==> config.mk <==
export PLATFORM = sky130hd
export DESIGN_NAME = base64_xor_escape_codec_flat
export DESIGN_NICKNAME = d
export VERILOG_FILES = /design/src/design/b64x_pkg.sv /design/src/design/b64x_in_if.sv /design/src/design/b64x_out_if.sv /design/src/design/base64_xor_escape_codec.sv /design/src/design/b64x_enc.sv /design/src/design/b64x_dec.sv /design/src/design/b64x_pack.sv /design/src/design/b64x_resbuf.sv /design/src/flat_wrapper.sv
export VERILOG_INCLUDE_DIRS = /design/src /design/src/design
export SDC_FILE = /design/constraint.sdc
export NUM_CORES = 1
export LEC_CHECK = 0
export ABC_AREA = 1
export ABC_CLOCK_PERIOD_IN_PS = 7800
export BUFFER_PORTS_ARGS = -buffer_cell sky130_fd_sc_hd__buf_4
export CAP_MARGIN = 15
export CORE_ASPECT_RATIO = 0.5
export CORE_MARGIN = 3
export CORE_UTILIZATION = 35
export CTS_CLUSTER_DIAMETER = 60
export CTS_CLUSTER_SIZE = 12
export DETAILED_ROUTE_END_ITERATION = 12
export PLACE_DENSITY = 0.6
export SLEW_MARGIN = 20
export SYNTH_ARGS = -nofsm -noshare
export SYNTH_HDL_FRONTEND = slang
export SYNTH_SLANG_ARGS = --single-unit
==> constraint.sdc <==
create_clock -name clk_i -period 7.8 [get_ports clk_i]
set_input_delay 0.78 -clock clk_i [delete_from_list [all_inputs] [get_ports clk_i]]
set_output_delay 0.78 -clock clk_i [all_outputs]
set_load 0.01 [all_outputs]
==> src/design/assert_macros.svh <==
// assertion macros used by the codec top level
`ifndef ASSERT_MACROS_SVH
`define ASSERT_MACROS_SVH

// same-cycle implication, sampled on clk_i, off during reset
`define ASSERT_IMPL(label, ante, cons, msg) \
  label: assert property (@(posedge clk_i) disable iff (!rst_ni) (ante) |-> (cons)) \
    else $error(msg);

// next-cycle implication, sampled on clk_i, off during reset
`define ASSERT_NEXT(label, ante, cons, msg) \
  label: assert property (@(posedge clk_i) disable iff (!rst_ni) (ante) |=> (cons)) \
    else $error(msg);

`endif

==> src/design/b64x_pkg.sv <==
// types, constants and alphabet functions of the base64 xor escape codec
`default_nettype none

package b64x_pkg;

  localparam logic [7:0] BACKSLASH = 8'h5C;
  localparam logic [7:0] PAD_CHAR  = 8'h3D;
  localparam logic [7:0] KEY_RESET = 8'd109;

  localparam int NUM_SLOTS = 6;
  localparam int NUM_CHARS = 4;

  typedef enum logic {
    DIR_ENCODE = 1'b0,
    DIR_DECODE = 1'b1
  } dir_e;

  typedef enum logic [0:0] {
    CFG_DIRECTION = 1'b0,
    CFG_MASK_KEY  = 1'b1
  } cfg_idx_e;

  // one result item
  typedef struct packed {
    logic [7:0] data;
    logic       data_valid;
    logic       last;
  } res_t;

  // all results of one input item
  typedef struct packed {
    res_t [NUM_SLOTS-1:0] slot;
    logic [2:0]           cnt;
  } res_list_t;

  // up to four characters or bytes from one step, before escaping
  typedef struct packed {
    logic [NUM_CHARS-1:0][7:0] ch;
    logic [2:0]                cnt;
  } char_list_t;

  // hc is the held bit count divided by two
  typedef struct packed {
    logic [1:0] hc;
    logic [5:0] held;
    logic       esc;
  } codec_state_t;

  typedef struct packed {
    logic       ok;
    logic [5:0] val;
  } sextet_t;

  function automatic logic [7:0] b64_char(logic [5:0] v);
    logic [7:0] v8;
    logic [7:0] c;
    v8 = {2'b00, v};
    if (v < 6'd26) begin
      c = v8 + 8'h41;
    end else if (v < 6'd52) begin
      c = v8 + 8'h47;
    end else if (v < 6'd62) begin
      c = v8 - 8'd4;
    end else if (v == 6'd62) begin
      c = 8'h2B;
    end else begin
      c = 8'h2F;
    end
    return c;
  endfunction

  function automatic sextet_t b64_value(logic [7:0] c);
    sextet_t    s;
    logic [7:0] diff;
    s.ok  = 1'b1;
    diff  = 8'h00;
    if (c >= 8'h41 && c <= 8'h5A) begin
      diff = c - 8'h41;
    end else if (c >= 8'h61 && c <= 8'h7A) begin
      diff = c - 8'h47;
    end else if (c >= 8'h30 && c <= 8'h39) begin
      diff = c + 8'd4;
    end else if (c == 8'h2B) begin
      diff = 8'd62;
    end else if (c == 8'h2F) begin
      diff = 8'd63;
    end else begin
      s.ok = 1'b0;
    end
    s.val = diff[5:0];
    return s;
  endfunction

endpackage

`default_nettype wire

==> src/design/b64x_in_if.sv <==
// input channel: one byte or text character per item
`default_nettype none

interface b64x_in_if;
  logic       valid;
  logic       ready;
  logic [7:0] in_byte;
  logic       in_last;

  modport source (output valid, output in_byte, output in_last, input ready);
  modport sink (input valid, input in_byte, input in_last, output ready);
endinterface

`default_nettype wire

==> src/design/b64x_out_if.sv <==
// output channel: one produced character or decoded byte per item
`default_nettype none

interface b64x_out_if;
  logic       valid;
  logic       ready;
  logic [7:0] out_byte;
  logic       out_valid;
  logic       out_last;

  modport source (output valid, output out_byte, output out_valid, output out_last,
                  input ready);
  modport sink (input valid, input out_byte, input out_valid, input out_last,
                output ready);
endinterface

`default_nettype wire

==> src/design/base64_xor_escape_codec.sv <==
// top level of the base64 codec with xor key mask and backslash escaping
//
// channel   dir  payload                       item
// in_if     in   in_byte[7:0], in_last         message byte or stored text char
// out_if    out  out_byte[7:0], out_valid,     text char or decoded byte
//                out_last
// cfg       in   cfg_we_i, cfg_idx_i, cfg_wdata_i  direction / mask_key write
//
// an accepted item is held in the input register, then its 0 to 6 results
// are computed and loaded into the result bank at once
// the result bank sends one result per cycle while out_if.ready is high; items
// with zero or one result flow every cycle while the output is not stalled
// reset: encode mode, key 109, no held bits; the input register holds one
// item while the output is stalled
`default_nettype none
`include "assert_macros.svh"

module base64_xor_escape_codec (
  input  logic                clk_i,
  input  logic                rst_ni,
  b64x_in_if.sink             in_if,
  b64x_out_if.source          out_if,
  input  logic                cfg_we_i,
  input  b64x_pkg::cfg_idx_e  cfg_idx_i,
  input  logic [7:0]          cfg_wdata_i
);
  import b64x_pkg::*;

  dir_e         dir_q;
  logic [7:0]   key_q;
  codec_state_t st_q, st_d;

  logic         in_valid_q;
  logic [7:0]   in_byte_q;
  logic         in_last_q;

  logic         in_take;
  logic         step_fire;
  logic         buf_free;

  char_list_t   enc_chars, dec_chars, sel_chars;
  codec_state_t enc_st, dec_st;
  res_list_t    list;
  res_t         head;

  assign step_fire   = in_valid_q && buf_free;
  assign in_if.ready = !in_valid_q || step_fire;
  assign in_take     = in_if.valid && in_if.ready;

  always_ff @(posedge clk_i or negedge rst_ni) begin
    if (!rst_ni) begin
      in_valid_q <= 1'b0;
    end else if (in_take) begin
      in_valid_q <= 1'b1;
    end else if (step_fire) begin
      in_valid_q <= 1'b0;
    end
  end

  always_ff @(posedge clk_i) begin
    if (in_take) begin
      in_byte_q <= in_if.in_byte;
      in_last_q <= in_if.in_last;
    end
  end

  b64x_enc u_enc (
    .st_i    (st_q),
    .data_i  (in_byte_q),
    .last_i  (in_last_q),
    .key_i   (key_q),
    .chars_o (enc_chars),
    .st_o    (enc_st)
  );

  b64x_dec u_dec (
    .st_i    (st_q),
    .data_i  (in_byte_q),
    .last_i  (in_last_q),
    .key_i   (key_q),
    .chars_o (dec_chars),
    .st_o    (dec_st)
  );

  assign sel_chars = (dir_q == DIR_ENCODE) ? enc_chars : dec_chars;

  b64x_pack u_pack (
    .chars_i     (sel_chars),
    .escape_en_i (dir_q == DIR_ENCODE),
    .last_i      (in_last_q),
    .list_o      (list)
  );

  b64x_resbuf u_resbuf (
    .clk_i       (clk_i),
    .rst_ni      (rst_ni),
    .load_i      (step_fire),
    .list_i      (list),
    .out_ready_i (out_if.ready),
    .out_valid_o (out_if.valid),
    .head_o      (head),
    .free_o      (buf_free)
  );

  assign out_if.out_byte  = head.data;
  assign out_if.out_valid = head.data_valid;
  assign out_if.out_last  = head.last;

  // codec state: a direction write or the end of a message clears it
  always_comb begin
    st_d = st_q;
    if (cfg_we_i && cfg_idx_i == CFG_DIRECTION) begin
      st_d = '0;
    end else if (step_fire) begin
      if (in_last_q) begin
        st_d = '0;
      end else if (dir_q == DIR_ENCODE) begin
        st_d = enc_st;
      end else begin
        st_d = dec_st;
      end
    end
  end

  always_ff @(posedge clk_i or negedge rst_ni) begin
    if (!rst_ni) begin
      st_q <= '0;
    end else begin
      st_q <= st_d;
    end
  end

  always_ff @(posedge clk_i or negedge rst_ni) begin
    if (!rst_ni) begin
      dir_q <= DIR_ENCODE;
      key_q <= KEY_RESET;
    end else if (cfg_we_i) begin
      unique case (cfg_idx_i)
        CFG_DIRECTION: dir_q <= dir_e'(cfg_wdata_i[0]);
        CFG_MASK_KEY:  key_q <= cfg_wdata_i;
      endcase
    end
  end

  `ASSERT_NEXT(a_last_clears_state, step_fire && in_last_q, st_q == '0, "state left after last item")
  `ASSERT_IMPL(a_esc_only_decode, st_q.esc, dir_q == DIR_DECODE, "escape pending in encode mode")
  `ASSERT_IMPL(a_enc_held_range, dir_q == DIR_ENCODE, st_q.hc != 2'd3, "six held bits in encode mode")

endmodule

`default_nettype wire

==> src/design/b64x_enc.sv <==
// encode step: byte into base64 sextets, padding on last, key mask
`default_nettype none

module b64x_enc (
  input  b64x_pkg::codec_state_t st_i,
  input  logic [7:0]             data_i,
  input  logic                   last_i,
  input  logic [7:0]             key_i,
  output b64x_pkg::char_list_t   chars_o,
  output b64x_pkg::codec_state_t st_o
);
  import b64x_pkg::*;

  logic [NUM_CHARS-1:0][7:0] raw;
  logic [2:0]                n;

  always_comb begin
    raw  = '0;
    n    = 3'd0;
    st_o = '0;
    unique case (st_i.hc)
      2'd0: begin
        raw[0]     = b64_char(data_i[7:2]);
        st_o.hc    = 2'd1;
        st_o.held  = {4'b0000, data_i[1:0]};
        if (last_i) begin
          raw[1] = b64_char({data_i[1:0], 4'b0000});
          raw[2] = PAD_CHAR;
          raw[3] = PAD_CHAR;
          n      = 3'd4;
        end else begin
          n = 3'd1;
        end
      end
      2'd1: begin
        raw[0]     = b64_char({st_i.held[1:0], data_i[7:4]});
        st_o.hc    = 2'd2;
        st_o.held  = {2'b00, data_i[3:0]};
        if (last_i) begin
          raw[1] = b64_char({data_i[3:0], 2'b00});
          raw[2] = PAD_CHAR;
          n      = 3'd3;
        end else begin
          n = 3'd1;
        end
      end
      2'd2: begin
        raw[0] = b64_char({st_i.held[3:0], data_i[7:6]});
        raw[1] = b64_char(data_i[5:0]);
        n      = 3'd2;
      end
      2'd3: begin
        // six held bits never occur while encoding
        n = 3'd0;
      end
    endcase
  end

  always_comb begin
    for (int k = 0; k < NUM_CHARS; k++) begin
      chars_o.ch[k] = raw[k] ^ key_i;
    end
    chars_o.cnt = n;
  end

endmodule

`default_nettype wire

==> src/design/b64x_dec.sv <==
// decode step: backslash pairing, key unmask and base64 decode
`default_nettype none

module b64x_dec (
  input  b64x_pkg::codec_state_t st_i,
  input  logic [7:0]             data_i,
  input  logic                   last_i,
  input  logic [7:0]             key_i,
  output b64x_pkg::char_list_t   chars_o,
  output b64x_pkg::codec_state_t st_o
);
  import b64x_pkg::*;

  typedef struct packed {
    logic       emit;
    logic [7:0] data;
    logic [1:0] hc;
    logic [5:0] held;
  } dec_res_t;

  // one text character into the bit accumulator
  function automatic dec_res_t dec_one(logic en, logic [1:0] hc, logic [5:0] held,
                                       logic [7:0] c, logic [7:0] k);
    sextet_t  s;
    dec_res_t r;
    s      = b64_value(c ^ k);
    r.emit = 1'b0;
    r.data = 8'h00;
    r.hc   = hc;
    r.held = held;
    if (en && s.ok) begin
      unique case (hc)
        2'd0: begin
          r.hc   = 2'd3;
          r.held = s.val;
        end
        2'd1: begin
          r.emit = 1'b1;
          r.data = {held[1:0], s.val};
          r.hc   = 2'd0;
          r.held = 6'd0;
        end
        2'd2: begin
          r.emit = 1'b1;
          r.data = {held[3:0], s.val[5:2]};
          r.hc   = 2'd1;
          r.held = {4'b0000, s.val[1:0]};
        end
        2'd3: begin
          r.emit = 1'b1;
          r.data = {held[5:0], s.val[5:4]};
          r.hc   = 2'd2;
          r.held = {2'b00, s.val[3:0]};
        end
      endcase
    end
    return r;
  endfunction

  logic       is_bs;
  logic       a_en;
  logic       b_en;
  logic [7:0] a_char;
  dec_res_t   r1;
  dec_res_t   r2;

  // a pending backslash goes first, then the current character
  assign is_bs  = (data_i == BACKSLASH);
  assign a_char = (is_bs || st_i.esc) ? BACKSLASH : data_i;
  assign a_en   = !is_bs || st_i.esc || last_i;
  assign b_en   = !is_bs && st_i.esc;

  assign r1 = dec_one(a_en, st_i.hc, st_i.held, a_char, key_i);
  assign r2 = dec_one(b_en, r1.hc, r1.held, data_i, key_i);

  always_comb begin
    chars_o       = '0;
    chars_o.ch[0] = r1.emit ? r1.data : r2.data;
    chars_o.ch[1] = r2.data;
    chars_o.cnt   = {2'b00, r1.emit} + {2'b00, r2.emit};
    st_o.hc       = r2.hc;
    st_o.held     = r2.held;
    st_o.esc      = is_bs && !st_i.esc;
  end

endmodule

`default_nettype wire

==> src/design/b64x_pack.sv <==
// lays characters into result slots, doubles masked backslashes, marks last
`default_nettype none

module b64x_pack (
  input  b64x_pkg::char_list_t chars_i,
  input  logic                 escape_en_i,
  input  logic                 last_i,
  output b64x_pkg::res_list_t  list_o
);
  import b64x_pkg::*;

  logic [1:0] sz  [NUM_CHARS];
  logic [3:0] pos [NUM_CHARS+1];
  logic [2:0] n;

  always_comb begin
    pos[0] = 4'd0;
    for (int k = 0; k < NUM_CHARS; k++) begin
      if (3'(k) < chars_i.cnt) begin
        sz[k] = (escape_en_i && chars_i.ch[k] == BACKSLASH) ? 2'd2 : 2'd1;
      end else begin
        sz[k] = 2'd0;
      end
      pos[k+1] = pos[k] + {2'b00, sz[k]};
    end
  end

  assign n = (pos[NUM_CHARS] > 4'(NUM_SLOTS)) ? 3'(NUM_SLOTS) : pos[NUM_CHARS][2:0];

  always_comb begin
    list_o = '0;
    for (int s = 0; s < NUM_SLOTS; s++) begin
      for (int k = 0; k < NUM_CHARS; k++) begin
        if (sz[k] != 2'd0 && pos[k] == 4'(s)) begin
          list_o.slot[s].data = chars_i.ch[k];
        end
        if (sz[k] == 2'd2 && pos[k] + 4'd1 == 4'(s)) begin
          list_o.slot[s].data = chars_i.ch[k];
        end
      end
      list_o.slot[s].data_valid = (3'(s) < n);
      list_o.slot[s].last       = last_i && (3'(s) == n - 3'd1);
    end
    list_o.cnt = n;
    // a last item with no data leaves a bare end marker
    if (last_i && n == 3'd0) begin
      list_o.slot[0] = '{data: 8'h00, data_valid: 1'b0, last: 1'b1};
      list_o.cnt     = 3'd1;
    end
  end

endmodule

`default_nettype wire

==> src/design/b64x_resbuf.sv <==
// result register bank: loaded with all results of an item, drained one per cycle while out_ready_i is high
`default_nettype none

module b64x_resbuf (
  input  logic                clk_i,
  input  logic                rst_ni,
  input  logic                load_i,
  input  b64x_pkg::res_list_t list_i,
  input  logic                out_ready_i,
  output logic                out_valid_o,
  output b64x_pkg::res_t      head_o,
  output logic                free_o
);
  import b64x_pkg::*;

  res_t [NUM_SLOTS-1:0] slots_q;
  logic [2:0]           rem_q, rem_d;
  logic [2:0]           rd_q, rd_d;
  logic                 take;

  assign out_valid_o = (rem_q != 3'd0);
  assign head_o      = slots_q[rd_q];
  assign take        = out_valid_o && out_ready_i;
  // free when empty or the last result leaves this cycle
  assign free_o      = (rem_q == 3'd0) || (take && rem_q == 3'd1);

  always_comb begin
    rem_d = rem_q;
    rd_d  = rd_q;
    if (load_i) begin
      rem_d = list_i.cnt;
      rd_d  = 3'd0;
    end else if (take) begin
      rem_d = rem_q - 3'd1;
      rd_d  = (rem_q == 3'd1) ? 3'd0 : rd_q + 3'd1;
    end
  end

  always_ff @(posedge clk_i or negedge rst_ni) begin
    if (!rst_ni) begin
      rem_q <= 3'd0;
      rd_q  <= 3'd0;
    end else begin
      rem_q <= rem_d;
      rd_q  <= rd_d;
    end
  end

  always_ff @(posedge clk_i) begin
    if (load_i) begin
      slots_q <= list_i.slot;
    end
  end

endmodule

`default_nettype wire
==> src/flat_wrapper.sv <==
// flat-port wrapper written by rule: the top's interface ports become plain ports
module base64_xor_escape_codec_flat import b64x_pkg::*;
  (clk_i, rst_ni, cfg_we_i, cfg_idx_i, cfg_wdata_i, in_if_valid, in_if_in_byte, in_if_in_last, in_if_ready, out_if_valid, out_if_out_byte, out_if_out_valid, out_if_out_last, out_if_ready);
  b64x_in_if in_if_i ();
  b64x_out_if out_if_i ();
  input  logic clk_i;
  input  logic rst_ni;
  input  logic cfg_we_i;
  input  b64x_pkg::cfg_idx_e cfg_idx_i;
  input  logic [7:0] cfg_wdata_i;
  input wire logic [$bits(in_if_i.valid)-1:0] in_if_valid;
  input wire logic [$bits(in_if_i.in_byte)-1:0] in_if_in_byte;
  input wire logic [$bits(in_if_i.in_last)-1:0] in_if_in_last;
  output wire logic [$bits(in_if_i.ready)-1:0] in_if_ready;
  output wire logic [$bits(out_if_i.valid)-1:0] out_if_valid;
  output wire logic [$bits(out_if_i.out_byte)-1:0] out_if_out_byte;
  output wire logic [$bits(out_if_i.out_valid)-1:0] out_if_out_valid;
  output wire logic [$bits(out_if_i.out_last)-1:0] out_if_out_last;
  input wire logic [$bits(out_if_i.ready)-1:0] out_if_ready;
  assign in_if_i.valid = in_if_valid;
  assign in_if_i.in_byte = in_if_in_byte;
  assign in_if_i.in_last = in_if_in_last;
  assign in_if_ready = in_if_i.ready;
  assign out_if_valid = out_if_i.valid;
  assign out_if_out_byte = out_if_i.out_byte;
  assign out_if_out_valid = out_if_i.out_valid;
  assign out_if_out_last = out_if_i.out_last;
  assign out_if_i.ready = out_if_ready;
  base64_xor_escape_codec u_core (.clk_i(clk_i), .rst_ni(rst_ni), .in_if(in_if_i), .out_if(out_if_i), .cfg_we_i(cfg_we_i), .cfg_idx_i(cfg_idx_i), .cfg_wdata_i(cfg_wdata_i));
endmodule
# --- Word level (Yosys, flattened, before mapping) ---
# Index checks and enable logic that the tools add are counted.
classes:
  eq_ne: 56
  add_sub_neg: 34
  n_lt_le_gt_ge: 42
  reduce_logical: 89
  bitwise: 8
  muxes: 119
ops:
  columns: ["op", "count"]
  rows:
  - ["$mux 8", 57]
  - ["$add 6x7->8 const B", 12]
  - ["$lt 6x6->1 const B", 12]
  - ["$pmux 8 s4", 2]
  - ["$logic_and 1x1->1", 60]
  - ["$mux 6", 10]
  - ["$pmux 9 s3", 2]
  - ["$pmux 16 s3", 1]
  - ["$xor 8x8->8", 6]
  - ["$sub 6x3->7 const B", 6]
  - ["$eq 8x7->1 const B", 5]
  - ["$lt 6x5->1 const B", 6]
  - ["$mux 3", 12]
  - ["$mux 9", 4]
  - ["$mux 35", 1]
  - ["$mux 17", 2]
  - ["$eq 4x2->1 const B", 8]
  - ["$eq 8x6->1 const B", 4]
  - ["$ge 8x7->1 const B", 4]
  - ["$le 8x7->1 const B", 4]
  - ["$pmux 8 s2", 2]
  - ["$bmux 10 s3", 1]
  - ["$eq 4x3->1 const B", 7]
  - ["$eq 6x6->1 const B", 4]
  - ["43 further kinds", 116]
totals:
  output_inout_bits: 12
  reg_bits: 94
  in_bits: 23
  elab_cells: 376

# --- Depth between registers and ports, before layout ---
# Gate-level depths: netlist of run 1.
logic_depth:
  ltp_word: 30
  mapped_depth: 55
  ltp_nobuf: 51

# --- By module ---
# A second synthesis of run 1 with hierarchy kept.
hier_totals:
  hier_cells: 1901
  area_unflattened_um2: 11873.9
modules_own_cells:
  columns: ["module", "seq_area_each_um2", "n_inst", "area_per_inst_um2", "cells_each"]
  rows:
  - ["b64x_resbuf", 1951.9, 1, 2896.5, 272]
  - ["b64x_dec", 0.0, 1, 2653.8, 453]
  - ["b64x_enc", 0.0, 1, 2426.1, 451]
  - ["b64x_pack", 0.0, 1, 2243.4, 486]
  - ["base64_xor_escape_codec", 752.0, 1, 1654.1, 239]

# --- Worst setup path before layout of run 1 ---
# No wires, ideal clock.
synth_timing:
  kind: "flip-flop to flip-flop"
  startpoint: "register u_core.in_byte_q[7]"
  endpoint: "register u_core.u_resbuf.slots_q[8] (netlist bit), data pin"
  n_path_buf: 4
  stages_incl_launch_ff: 49
  required_ns: 7.525
  setup_slack_ns: 0.251
  period_less_slack_ns: 7.549
  t_arrival_ns: 7.273
  setup_time_ns: 0.275
  path_cell_list: "edfxtp_1 > buf_2 > inv_2 > ha_1 > nand2_1 > o21ai_2 > buf_6 > nand2_1 > nand2_2 > ha_1 > nor2_1 > o21ai_0 > nand2_2 > nand2_2 > inv_1 > nand3_4 > nand2_8 > nor2_8 > [13 not listed] > nand2_4 > nand2_1 > inv_1 > ha_1 > inv_1 > fa_1 > fa_1 > inv_1 > ha_1 > a21oi_1 > nor2_1 > xor2_1 > nor2_1 > inv_1 > nor2_1 > nand2_1 > nor2_1 > a211oi_1"
synth_between:
  elab_chain_len: 29
  elab_cells_between_ends: 152
  cone_classes: "add/sub: 19; order compare: 26; eq/ne: 16; mux: 55; bitwise: 3; reduce/logical: 33"
synth_lines:
  columns: ["item", "line_no", "text"]
  rows:
  - ["start: declaration", "base64_xor_escape_codec.sv:34", "logic [7:0] in_byte_q;"]
  - ["start signal: assignment", "base64_xor_escape_codec.sv:62", "in_byte_q <= in_if.in_byte;"]
  - ["parallel branches: the longest is 16 deep, another holds $ge 8x6->1", null, null]
  - ["$mux 35 *", "base64_xor_escape_codec.sv:85", "assign sel_chars = (dir_q == DIR_ENCODE) ? enc_chars : dec_chars;"]
  - ["parallel branches: the longest is 12 deep, another holds $add 3x2->4", null, null]
  - ["end signal: assignment", "b64x_resbuf.sv:51", "slots_q <= list_i.slot;"]
  - ["end: declaration", "b64x_resbuf.sv:16", "res_t [NUM_SLOTS-1:0] slots_q;"]
# Mark *: on every way between the ends.
# A chain may end at the register's enable or synchronous reset.

# --- Worst setup path in the final report of run 1 ---
layout_timing:
  startpoint: "register u_core.in_byte_q[0]"
  endpoint: "register u_core.u_resbuf.slots_q[8] (netlist bit), data pin"
# The elaborated chain is that of the path after synthesis.

==> results.txt, run 1 <==
- The flow ran to the end, and the final reports show no timing, DRC or antenna violations.
- Fill count: 3002
* CP arrival: 7.32 ns
- The largest individual stage delay along the critical path comes from the cell fa_2.
* Critical path required time: 7.89 ns
- Top cell type's share of synthesized area: 20.4%
- The count of nets left with antenna violations once routing finished came out at 0.
* Number of iterations in the first detailed-routing pass: 5
- Summed over all nets, the half-perimeter wirelength after detailed placement is 27800 um.
- The library cell used most frequently in the layout, excluding fill and tap cells, is nand2_1.
- Setup repair after global routing left no endpoint under its margin.
- Relative to the synthesized area, the layout overhead comes to 12.4%.
- On the final layout, the worst clock skew is 0.0110 ns.
- The floorplan step defined a core boundary enclosing 28100 um^2.
* Cell total after placement: 1953
* Finished Core Util: 40.5%
- Syn nets: 1616
* Setup-violating endpoint count in the final report: 0
* Fraction of layout instances using a drive strength above 1: 13.3%
* Starting density of the core: 36.1%
* Max incr delay on CP: 0.61 ns
- Num ports: 35
- Entering global routing, the biggest net connects 63 pins.
- The initialized floorplan defines 43 standard-cell rows.
- After layout, the minimum clock period comes to 7.23 ns.
- STA classifies the critical path endpoint as a register.
- The first global-routing pass estimated 55600 um of wire.
* Clk Latency, worst-skew pair: 0.36 ns
* Switching portion of total power: 55.0%
- CTS root buffer: clkbuf_16
- Summing all multi-input logic gate instances after layout gives 6560 um^2.
- In this run, CTS created clock tree buffers numbering 9.
* Main synth FF type: edfxtp_1
- In this run the worst hold path is classified as input port to async pin.
* Share of power burned in the clock network: 9.5%
* Commonest non-fill, non-tap cells in the layout: nand2_1, nor2_1, inv_1
- CTS sink count: 94
- For this design the ratio of total power to cell area is 387 nW/um^2.
* Post-synthesis instance total: 1536
- Worst Tran Pin Value: 0.951 ns
* Number of enable-type register cells in the synthesized netlist: 69
- Worst Setup Path Type: register to register
- Global routing finished with a remaining overflow of 0.
- CP most frequent cell: nand2_1
- Achievable frequency: 138 MHz
- Horizontal die dimension: 247 um
- Max Root-Sink Buffers: 2
- The die covers 31200 um^2.
- Across the run, the number of max-cap violations was 0.
- Worst vdd rail ir drop: 0.144 mV
- Number of buffers inserted by port buffering: 34
- Power dissipated by switching net loads: 2420 uW
- In the synthesized netlist the async set-or-reset flop fraction comes to 26.6%.
- The final critical path takes up 92.7% of the cycle.
- 0 antenna diodes ended up in the layout.
- The number of global-route vias before repair came to 10.0k.
* Overall Power: 4410 uW
* Combinational cell fraction of total power: 70.0%
- Combined global-route utilization of all metal layers: 22.6%
- CP Launch Type: register
* #FFs+latches synth: 94
- Cell type with the largest total area after synthesis: edfxtp_1
* Sequential standard cell area: 2700 um^2
- Clock slew at reported path FFs: 0.07 ns
* Antenna violations before repair: 0
- After detailed routing, the average wire length per cell comes to 17.9 um.
- Sequential cells burn 20.5% of the power.
- After clock tree synthesis, the flow added hold-fix buffers numbering 0.
- TritonCTS clock tree: built
- The die is 126 um tall.
* Number of warnings reported in the yosys synthesis log: 0
- In the final design database the tool counted 1666 nets.
- In this run the static leakage power is 0.00512 uW.
* Netlist area before placement: 10100 um^2
* Final cell count without fillers: 1972
- Summing over every cut layer, the via total after detailed routing is 10.8k.
* Largest cells by area after synthesis: edfxtp_1, nand2_1, nor2_1, ha_1, inv_1
- Dividing the detail-routed via count by the number of cells gives 5.48.
* Deepest level of the CTS H-tree: 3
* Hold Fails Final Rpt: 0
- Post-detailed-routing wire length: 35300 um
* Design internal power: 1990 uW
- Sequential cell area fraction in the yosys report: 26.6%
- After detailed routing, the number of remaining DRC violations is 0.
- Synthesis instantiated 57 different standard cells from the library.
- Each instance of the synthesized netlist takes up on average 6.61 um^2.
- Final max-slew violation count: 0
* Routability congestion estimate from global placement: 1.04
- In this run, the number of DRC markers left after iteration 0 of detailed routing was 1265.
* Worst-path fanout max: 10
* Rel. slew slack: 36.5%
-- state kept, by name, indices dropped and copies added, names as in the netlist --
name                     count
u_core.key_q                 8
u_core.in_last_q             1
u_core.dir_q                 1
u_core.u_resbuf.slots_q     60
u_core.in_byte_q             8
u_core.in_valid_q            1
u_core.u_resbuf.rd_q         3
u_core.st_q                  9
u_core.u_resbuf.rem_q        3
-- worst max-delay path, delay by kind of cell (launching register included) --
family / cells / cell delay (ns)
buf+inv: 8 / 0.80
flops: 1 / 0.45
compound gates: 5 / 0.77
simple gates: 21 / 2.42
fa+ha+maj: 7 / 2.35
xor+xnor: 1 / 0.16
-- through the flow --
step	hold slack (ns)	instance area, um^2	setup slack, ns	setup TNS (ns)
floorplan	0.484	10100	0.251	0
global placement	0.517	11000	0.00991	0
detailed placement	0.517	11000	-0.215	-1.47
CTS	0.363	11300	0.0138	0
global route	0.367	11400	0.00612	0
finish	0.348	11400	0.571	0
-- power by group through the flow --
stage	registers, uW	clock network (uW)	logic (uW)
after CTS	902	426	2970
after detailed placement	912	0	2950
after global placement	912	0	2970
after floorplan	882	0	2050
after global routing	920	449	3420
final	903	418	3090
-- synthesized netlist by cell type (21+ instances only) --
cell type / instances
nand2_1: 338
nor2_1: 188
inv_1: 178
o21ai_0: 133
nand3_1: 119
a21oi_1: 100
edfxtp_1: 69
ha_1: 54
nand2_2: 28
clkbuf_1: 27
xor2_1: 27
nor3_1: 26
o211ai_1: 21
-- cell type report --
cell class / count / area share [%]
Inverter: 197 / 6.60
Multi-Input combinational cell: 1199 / 57.5
Timing Repair Buffer: 85 / 5.60
Sequential cell: 94 / 23.7
Clock inverter: 6 / 0.384
Clock buffer: 9 / 1.97
Tap cell: 382 / 4.19
-- path summary, 6_finish.rpt --
kind | start | end | slack, ns | depth (start not counted)
max reg2reg | u_core.in_byte_q[0] | u_core.u_resbuf.slots_q[8] | 0.57 | 42
min reg2reg | u_core.in_valid_q | u_core.in_valid_q | 0.54 | 2
max | u_core.in_byte_q[0] | u_core.u_resbuf.slots_q[8] | 0.57 | 42
max in group asynchronous | rst_ni | u_core.key_q[0] | 7.13 | 1
min in group clk_i | u_core.in_valid_q | u_core.in_valid_q | 0.54 | 2
min | rst_ni | u_core.u_resbuf.rem_q[2] | 0.35 | 1
-- routing by layer --
layer | global-route usage [%] | share of wire [%]
met2 | 35.8 | 43
met1 | 31.1 | 45
met4 | 6.17 | 2.5
met5 | 0 | 0
met3 | 4.82 | 9.3
-- cells by family after synthesis --
kind of cell,synth area share [%]
fa+ha+maj,7.25
xor+xnor,2.85
simple gates,33.6
compound gates,20.0
flops,26.6
buf+inv,9.70
-- repair_timing --
action                                  in CTS  in global routing
gates cloned                                 0                  1
gates resized for setup                      2                 20
buffers inserted                             0                  3
endpoints found under the hold margin        0                  0
endpoints found under the setup margin       9                 63
pin swaps                                    0                  4
(Power assumes the default switching activity.)
==> run 2: changes to the inputs <==
--- a/config.mk
+++ b/config.mk
@@ -12,11 +12,11 @@
 export CAP_MARGIN = 15
 export CORE_ASPECT_RATIO = 0.5
 export CORE_MARGIN = 3
-export CORE_UTILIZATION = 35
+export CORE_UTILIZATION = 55
 export CTS_CLUSTER_DIAMETER = 60
 export CTS_CLUSTER_SIZE = 12
 export DETAILED_ROUTE_END_ITERATION = 12
-export PLACE_DENSITY = 0.6
+export PLACE_DENSITY = 0.83
 export SLEW_MARGIN = 20
 export SYNTH_ARGS = -nofsm -noshare
 export SYNTH_HDL_FRONTEND = slang
==> run 2 against run 1 <==
  * Flip-flop and latch count unchanged
  * Global-route usage increased by 12 points
  * Clock skew increased by 0.015 ns
  * Maximum frequency decreased by 2.2%
  * Final cell count decreased by 7.8%
  * Critical path depth decreased by 2
  * Hold slack got worse by 0.030 ns
  * Wire length increased by 2.3%
  * Utilization increased by 23 points
  * Critical endpoint unchanged
==> results.txt, run 2 (same netlist as run 1, synthesis figures left out) <==
- The flow ran to the end, and the final reports show no timing, DRC or antenna violations.
* Worst vdd rail ir drop: 0.246 mV (+71%)
- The level count of the clock H-tree came to 3 (unchanged).
* Rel. slew slack: 24.2% (-12 points)
- Commonest non-fill, non-tap cell in the layout: nand2_1
- Critical path required time: 7.88 ns (about the same)
- Top reg by flops: u_core.u_resbuf.slots_q
- Worst-path fanout max: 11 (+1)
- The total clock sinks is 94 (unchanged).
- HPWL reported at the end of detailed placement: 28200 um (+1.2%)
- The final hold violation count was 0 (unchanged).
- The highest cell delay on the worst timing path is 0.60 ns (about the same).
- Crit path capture type: register
* Max Root-Sink Buffers: 2 (unchanged)
* Number of iterations in the first detailed-routing pass: 6 (+1)
- The maximum clock rate is 135 MHz (-2.2%).
- CP arrival: 7.47 ns (+0.15 ns)
- The final standard cell utilization of the core is 63.1% (+23 points).
* Congestion Overflow GR: 0 (unchanged)
* Number of buffers inserted by port buffering: 34 (unchanged)
* Detailed-route DRC error count: 0 (unchanged)
- CP most frequent cell: nand2_1
- Starting density of the core: 57.2% (+21 points)
- The post-route fraction of the period consumed by the critical path was 94.8% (+2.1 points).
- Antenna violations before repair: 0 (unchanged)
- The leakage power total was 0.00509 uW (-0.67%).
- Combined global-route utilization of all metal layers: 35.1% (+12 points)
* Final cell count without fillers: 1819 (-7.8%)
- Worst Tran Pin Value: 1.13 ns (+0.178 ns)
* Num ports: 35 (unchanged)
* Area added between synthesis and finish: 10.3%
- The antenna diode count was 0 (unchanged).
* Count of antenna-violating nets left after detailed routing: 0 (unchanged)
- The total die area is 20200 um^2 (-35%).
- The detailed-route vias per instance is 6.22 (+13%).
- Clock slew at reported path FFs: 0.09 ns (+0.02 ns)
* Post-detailed-routing wire length: 36200 um (+2.3%)
- Final design instance area without fill: 11200 um^2 (-1.9%)
* Commonest non-fill, non-tap cells in the layout: nand2_1, nor2_1, inv_1
- The site row count is 34 (-21%).
* Placement Cell Area: 10800 um^2 (-2.1%)
* Number of vias in the routed layout: 11.3k (+4.6%)
- The clock network latency to the later pin of the worst-skew pair was 0.37 ns (about the same).
- Routed wire per std cell: 19.9 um (+11%)
- The clock buffer count from CTS was 9 (unchanged).
* CP Launch Type: register
- The net count reported at finish was 1660 (-0.36%).
- The area of the core came to 17700 um^2 (-37%).
* Final max-slew violation count: 0 (unchanged)
* Die H: 102 um (-19%)
* Combined buffer and inverter count along the critical path: 10 (+2)
* Largest net degree at the start of global routing: 63 (unchanged)
- Routability congestion estimate from global placement: 1.08 (+4.7%)
- The worst slack after detailed placement came to 0.0788 ns (+0.294 ns).
- CTS root buffer: clkbuf_16
- The total setup violations reported at the end of the flow is 0 (unchanged).
- The share of layout cells above drive strength 1 came to 13.3% (-0.021 points).
- The count of maximum capacitance violations came to 0 (unchanged).
- Crit path max-delay cell type: fa_2
* Vias in the first global route: 10.2k (+2.0%)
- The worst hold path belongs to the class input port to async pin.
- The largest registers in the layout are u_core.u_resbuf.slots_q: 60 flops, u_core.st_q: 9 flops.
* Flip-flop count of the largest register, all copies and words added: 60 (unchanged)
- Horizontal die dimension: 198 um (-20%)
- Power per cell area: 403 nW/um^2 (+4.2%)
* Wire length of the first global-routing pass: 55500 um (-0.26%)
- Smallest setup slack after layout: 0.409 ns (-0.162 ns)
- The post-route minimum period came to 7.39 ns (+0.162 ns).
- First DRT Iteration DRCs: 1549 (+22%)
- The critical path is of the register to register type.
- Among cell families on the critical path, the largest total delay comes from simple AND/OR/NAND/NOR gates.
- TritonCTS clock tree: built
* Clock Skews: 0.0260 ns (+0.0149 ns)
- The total placed cells including tap cells was 1799 (-7.9%).
[run 2: metrics by stage]
step	power (uW)	setup TNS (ns)	hold slack, ns
floorplan	2930	0	0.484
global placement	3830	0	0.507
detailed placement	3880	0	0.521
CTS	4340	0	0.337
global route	4840	-0.887	0.344
finish	4510	0	0.318
[run 2: timing repair]
action / CTS / global route
resized for setup: 0 / 26
buffers inserted: 0 / 4
hold buffers: 0 / 0
setup endpoints to repair: 0 / 62
[run 2: per-layer routing]
metal | wire (um) | track usage (%) | vias up
met2 | 15800 | 54.9 | 733
met5 | 0 | 0 | -
met1 | 15100 | 48.9 | 5211
li1 | - | - | 5282
met3 | 4350 | 7.94 | 88
met4 | 877 | 10.6 | 0
[run 2: final cells by class]
type | instances | area (um^2)
clock buffers | 10 | 229
inverters | 197 | 757
clock inverters | 6 | 52.6
well taps | 234 | 293
fillers | 1674 | 6550
multi-input cells | 1198 | 6550
flip-flops and latches | 94 | 2700
repair buffers | 80 | 604
[run 2: path summary, 6_finish.rpt]
path / startpoint / endpoint / slack, ns / cells after the start
worst min register to register: u_core.in_valid_q / u_core.in_valid_q / 0.57 / 2
max in group asynchronous: rst_ni / u_core.key_q[0] / 7.12 / 1
worst min-delay path: rst_ni / u_core.st_q[5] / 0.32 / 1
worst max register to register: u_core.in_byte_q[1] / u_core.u_resbuf.slots_q[8] / 0.41 / 40
min in group clk_i: u_core.in_valid_q / u_core.in_valid_q / 0.57 / 2
worst max-delay path: u_core.in_byte_q[1] / u_core.u_resbuf.slots_q[8] / 0.41 / 40
[run 2: where the power goes]
group          switching, uW  total [uW]  internal [uW]  leakage (uW)
Clock                    217         440            222      0.000132
Combinational           2150        3120            970       0.00399
Sequential               144         950            806      0.000961
Total                   2510        4510           2000       0.00509
